## config.mk

```make
export PLATFORM = sky130hd
export DESIGN_NAME = ipt_ctrl
export DESIGN_NICKNAME = d
export VERILOG_FILES = /design/src/sv/ipt_pkg.sv /design/src/sv/ipt_ctrl.sv
export SDC_FILE = /design/constraint.sdc
export NUM_CORES = 1
export LEC_CHECK = 0
export ABC_CLOCK_PERIOD_IN_PS = 2350
export BUFFER_PORTS_ARGS = -buffer_cell sky130_fd_sc_hd__buf_2
export CAP_MARGIN = 25
export CORE_AREA = 2 2 39 41
export DETAILED_ROUTE_END_ITERATION = 10
export DIE_AREA = 0 0 41 43
export GPL_TIMING_DRIVEN = 0
export HOLD_SLACK_MARGIN = 0.03
export PLACE_DENSITY = 0.66
export SLEW_MARGIN = 20
export SYNTH_ARGS = -nofsm -noshare
export SYNTH_HDL_FRONTEND = slang
export SYNTH_SLANG_ARGS = --single-unit
```

## constraint.sdc

```tcl
create_clock -name clk -period 2.35 [get_ports clk]
set_clock_uncertainty 0.2 [all_clocks]
set_input_delay 0.47 -clock clk [delete_from_list [all_inputs] [get_ports clk]]
set_output_delay 0.47 -clock clk [all_outputs]
set_load 0.05 [all_outputs]
```

## src/sv/ipt_pkg.sv

```systemverilog
// package: shared types, constants and codes for the interpolated power table lookup
`default_nettype none
package ipt_pkg;

	localparam int ENTRIES_DEF = 64;
	localparam int ROBOTS_DEF  = 16;

	localparam int LEN_W    = 7;
	localparam int ROBOT_W  = 4;
	localparam int INDEX_W  = 6;
	localparam int DIST_W   = 16;
	localparam int POWER_W  = 16;
	localparam int DEN_W    = LEN_W + DIST_W;
	localparam int REM_W    = DEN_W + 1;
	localparam int CNT_W    = $clog2(POWER_W);
	localparam int PADDR_W  = 3;
	localparam int PDATA_W  = 32;

	localparam logic [POWER_W-1:0] FULL_POWER = POWER_W'(32768);
	localparam logic [LEN_W-1:0]   LEN_RESET  = LEN_W'(2);

	localparam logic REG_TABLE_LENGTH = 1'b0;

	typedef enum logic {
		CMD_WRITE = 1'b0,
		CMD_QUERY = 1'b1
	} cmd_t;

	typedef struct packed {
		logic [0:0]         cmd;
		logic [ROBOT_W-1:0] robot;
		logic [INDEX_W-1:0] entry_index;
		logic [DIST_W-1:0]  entry_distance;
		logic [DIST_W-1:0]  query_distance;
	} req_word_t;

	typedef struct packed {
		logic [POWER_W-1:0] power;
		logic               out_of_table;
		logic               flat_segment;
	} rsp_word_t;

	typedef enum logic [3:0] {
		ST_IDLE,
		ST_RD0,
		ST_CK0,
		ST_CKH,
		ST_SRCH,
		ST_CMP,
		ST_GLO,
		ST_GHI,
		ST_PREP,
		ST_MUL,
		ST_DIV,
		ST_DONE
	} state_t;

	typedef enum logic [1:0] {
		RD_ZERO,
		RD_HI,
		RD_MID,
		RD_LO
	} rd_sel_t;

	typedef enum logic [1:0] {
		RES_NONE,
		RES_BELOW,
		RES_ABOVE
	} res_sel_t;

	typedef struct packed {
		logic     load;
		logic     mem_we;
		rd_sel_t  rd_sel;
		logic     cap_mid;
		logic     step;
		logic     cap_d1;
		logic     cap_d2;
		logic     prep;
		logic     mul;
		logic     div_step;
		res_sel_t res_sel;
		logic     out_load;
	} ctl_t;

	typedef struct packed {
		logic is_query;
		logic robot_bad;
		logic q_below;
		logic q_above;
		logic wide;
		logic div_last;
		logic out_free;
	} sts_t;

endpackage
`default_nettype wire

```

## src/sv/ipt_ctrl.sv

```systemverilog
// controller: sequences search, interpolation and division for one word
`default_nettype none
module ipt_ctrl import ipt_pkg::*; (
	input  wire logic clk,
	input  wire logic arst_n,
	input  wire logic req_valid,
	input  wire sts_t sts,
	output ctl_t      ctl,
	output logic      req_stall
);

	state_t state_q;
	state_t state_nxt;

	always_ff @(posedge clk or negedge arst_n) begin
		if (!arst_n) begin
			state_q <= ST_IDLE;
		end else begin
			state_q <= state_nxt;
		end
	end

	always_comb begin
		state_nxt = state_q;
		case (state_q)
			ST_IDLE: begin
				if (req_valid && sts.is_query) state_nxt = ST_RD0;
			end
			ST_RD0: begin
				if (sts.robot_bad) state_nxt = ST_DONE;
				else state_nxt = ST_CK0;
			end
			ST_CK0: begin
				if (sts.q_below) state_nxt = ST_DONE;
				else state_nxt = ST_CKH;
			end
			ST_CKH: begin
				if (sts.q_above) state_nxt = ST_DONE;
				else state_nxt = ST_SRCH;
			end
			ST_SRCH: begin
				if (sts.wide) state_nxt = ST_CMP;
				else state_nxt = ST_GLO;
			end
			ST_CMP:  state_nxt = ST_SRCH;
			ST_GLO:  state_nxt = ST_GHI;
			ST_GHI:  state_nxt = ST_PREP;
			ST_PREP: state_nxt = ST_MUL;
			ST_MUL:  state_nxt = ST_DIV;
			ST_DIV: begin
				if (sts.div_last) state_nxt = ST_DONE;
			end
			ST_DONE: begin
				if (sts.out_free) state_nxt = ST_IDLE;
			end
			default: state_nxt = ST_IDLE;
		endcase
	end

	always_comb begin
		ctl       = '0;
		ctl.rd_sel  = RD_ZERO;
		ctl.res_sel = RES_NONE;
		req_stall = 1'b1;
		case (state_q)
			ST_IDLE: begin
				req_stall  = 1'b0;
				ctl.load   = req_valid && sts.is_query;
				ctl.mem_we = req_valid && !sts.is_query;
			end
			ST_RD0: begin
				ctl.rd_sel = RD_ZERO;
				if (sts.robot_bad) ctl.res_sel = RES_BELOW;
			end
			ST_CK0: begin
				ctl.rd_sel = RD_HI;
				if (sts.q_below) ctl.res_sel = RES_BELOW;
			end
			ST_CKH: begin
				if (sts.q_above) ctl.res_sel = RES_ABOVE;
			end
			ST_SRCH: begin
				if (sts.wide) begin
					ctl.rd_sel  = RD_MID;
					ctl.cap_mid = 1'b1;
				end else begin
					ctl.rd_sel = RD_LO;
				end
			end
			ST_CMP:  ctl.step = 1'b1;
			ST_GLO: begin
				ctl.cap_d1 = 1'b1;
				ctl.rd_sel = RD_HI;
			end
			ST_GHI:  ctl.cap_d2 = 1'b1;
			ST_PREP: ctl.prep = 1'b1;
			ST_MUL:  ctl.mul = 1'b1;
			ST_DIV:  ctl.div_step = 1'b1;
			ST_DONE: ctl.out_load = sts.out_free;
			default: ctl.load = 1'b0;
		endcase
	end

endmodule
`default_nettype wire

```

==> metrics.md <==
| Metric | Value |
|---|---|
| Outcome | finished clean |
| CTS max path bufs | 2 |
| # IOs | 25 |
| Post-DP Area | 637 µm² |
| Predominant post-synthesis flop cell | dfrtp_1 |
| Vias in the first global route | 444 |
| Crit path cell chain | buf_6, nor2_1, a21boi_1, buf_2 |
| Area contributors post-synth | dfrtp_1 (21%), buf_6 (12%), nor2_1 (8.7%) |
| Post-synthesis compound-gate area fraction | 0.182 |
| Vias per std cell | 5.05 |
| Slew Viols, Final | 0 |
| First-pass GRT wire length | approximately 1.9 mm |
| Max-cap viol count | 0 |
| Register Area | 100 µm² |
| Leak | 0.330 nW |
| PwrDens | 1440 mW/mm² |
| Comb power frac | 0.783 |
| Cell accounting for the most synthesized area | dfrtp_1 |
| CP Capture Type | output port |
| Design area | roughly 670 µm² |
| IO Port Bufs | 24 |
| Full die area | about 0.0018 mm² |
| Warnings from Yosys | 0 |
| Post-synthesis area per instance | 7.43 µm² |
| Area of the multi-input gates | between 300 and 400 µm² |
| CP max FO | 10 |
| Req. time, crit path | 1.68 ns |
| Largest net degree at the start of global routing | 11 |
| Largest regs | state_q (4) |
| Synth-to-layout area growth | 40.8% |
| Syn nets | between 70 and 80 |
| Tot GR Track Use | 0.155 |
| Share of cells above drive strength 1 | 0.446 |
| FP Rows | 14 |
| CTS tree | done |
| Setup bufs post-CTS | 0 |
| # H-tree levels | 1 |
| Via count | 545 |
| Post-synthesis sequential area ratio | 0.211 |
| Fillers | roughly 140 |
| Clock Sinks | 4 |
| Post-Synth Adder-Cell Area | 0 |
| Slew HR | 0.793 |
| RSZ-0062 raised after global routing | false |
| Post-synth top cells | nor2_1 (11), nand2_1 (6), a21oi_1 (5), buf_6 (5) |
| Antenna diodes | 0 |
| Psw | 0.000533 W |
| CTS root buf | clkbuf_4 |
| Period Utilization, post-route | 0.921 |
| CP Class | reg -> out |
| Routed len/inst | ~11 µm |
| Min-delay worst type | in -> reg |
| Clock power share | 0.088 |
| Drt first-iter violations | 13 |
| Aggregate global routing overflow | 0 |
| Die width | a little over 40 µm |
| Max stage delay on crit path | approximately 0.41 ns |
| Synth top area share | 0.211 |
| Initial core utilization | 0.344 |
| Setup violators final | 0 |
| Net Sw Frac | 0.551 |
| Clk slew on worst S/H paths | ~0.04 ns |
| Min Tclk post-route | between 2 and 2.5 ns |
| Largest family of logic cells by synthesized area | simple AND/OR/NAND/NOR gates |
| Routed Antenna Nets | 0 |
| Top-count cell post-synth | nor2_1 |
| Worst-Margin Slew | 0.306 ns |
| Simple-Gate Fraction of Synth Area | 0.405 |
| Register bit total from synthesis | 4 |
| Worst-Skew Late Latency | 0.23 ns |
| DR DRC count | 0 |
| Multiplexer share of the synthesized area | 0.0237 |
| Initial antenna violation count | 0 |
| CORE AREA | approximately 0.0014 mm² |
| TritonCTS buffer count | 3 |
| Die height | 43 µm |
| Post-synth EDFFs | 0 |
| Setup_tns | 0 ns |
| Internal power | 0.000434 W |
| Layout Nets | 104 |
| Hold Vio Cnt, Final | 0 |
| Largest Register | state_q |
| Startpoint types | flip-flop |
| Achievable frequency | 462 MHz |
| Worst VDD drop | 578 µV |
| Async SR Flop Fraction | 1.00 |
| DP HPWL | 920 µm |
| Max stage delay cell, worst path | dfrtp_1 |
| Crit path DAT | about 1.5 ns |
| Syn Std Cell Area | 475 µm² |
| Yosys cell types | 27 |
| Pre-antenna DRT Iters | 4 |
| Post-synthesis xor/xnor area fraction | 0 |
| Seq pwr share | 0.129 |
| Routability Congestion | 0.761 |
| Syn Inst Count | 64 |
| Total Routed Length | 1.19 mm |
| Largest register FFs | 4 |
==> final cells by class <==
cell class	count	share of cell area
multi-input cells	50	0.465
repair buffers	25	0.194
flip-flops and latches	4	0.150
plain buffers	6	0.105
clock buffers	3	0.0336
well taps	16	0.0299
inverters	4	0.0224
==> power groups by stage <==
stage / combinational, W / clock [W] / sequential, W
global route: 0.000826 / 0.0000898 / 0.000128
finish: 0.000757 / 0.0000848 / 0.000125
CTS: 0.000761 / 0.0000866 / 0.000125
floorplan: 0.000622 / 0 / 0.000123
global placement: 0.000757 / 0 / 0.000126
detailed placement: 0.000758 / 0 / 0.000126
==> cell families after synthesis <==
logic type             count (synthesis)
flip-flops                             4
buffers and inverters                 10
AO/OA/AOI/OAI                         13
AND/OR/NAND/NOR                       36
multiplexers                           1
==> per-layer routing <==
layer / vias up / global-route usage / share of wire
met5: - / 0 / 0
met4: 0 / 0.0600 / 0.0093
met3: 2 / 0.0157 / 0.046
met2: 18 / 0.203 / 0.47
met1: 246 / 0.249 / 0.47
li1: 279 / - / -
==> timing repair <==
action,CTS,global route
hold buffers,1,0
gates resized for setup,0,0
setup endpoints to repair,0,0
endpoints found under the hold margin,4,0
==> worst paths after layout <==
kind,startpoint,to,slack (ns),cells after the start
max,state_q[2],ctl[1],0.19,4
min,sts[0],state_q[0],0.26,2
max reg2reg,state_q[0],state_q[0],0.89,5
min reg2reg,state_q[3],state_q[2],0.42,2
max in group asynchronous,arst_n,state_q[1],1.46,2
min in group asynchronous,arst_n,state_q[3],0.37,2
==> per-stage QoR <==
stage | instances | hold slack, ns | power [W] | utilization | setup WS, ns
floorplan | 64 | -0.0256 | 0.000746 | - | 0.0763
global placement | 104 | 0.0742 | 0.000882 | 0.460 | 0.449
detailed placement | 104 | 0.0799 | 0.000884 | 0.460 | 0.440
CTS | 108 | 0.266 | 0.000973 | 0.484 | 0.192
global route | 108 | 0.286 | 0.00104 | 0.484 | 0.0764
finish | 108 | 0.262 | 0.000967 | 0.484 | 0.186
==> placed cells by master, fill, tap and decap left out, drive strengths merged, types with 2 or more instances in the layout <==
master,netlist,routed
nor4,2,2
buf,5,29
nor3,3,3
o21ai,2,2
nand2b,4,4
inv,4,4
dfrtp,4,4
nand3,2,2
clkbuf,1,4
nand3b,2,2
nand2,6,6
a21oi,5,5
nor2,11,11
==> worst max-delay path, delay by kind of cell, from the launching register on <==
family / cells / cell delay (ns)
AOI/OAI and AO/OA: 1 / 0.23
buffers and inverters: 2 / 0.44
DFF: 1 / 0.41
and+or+nand+nor: 1 / 0.17
Power figures use the tool's default switching activity.
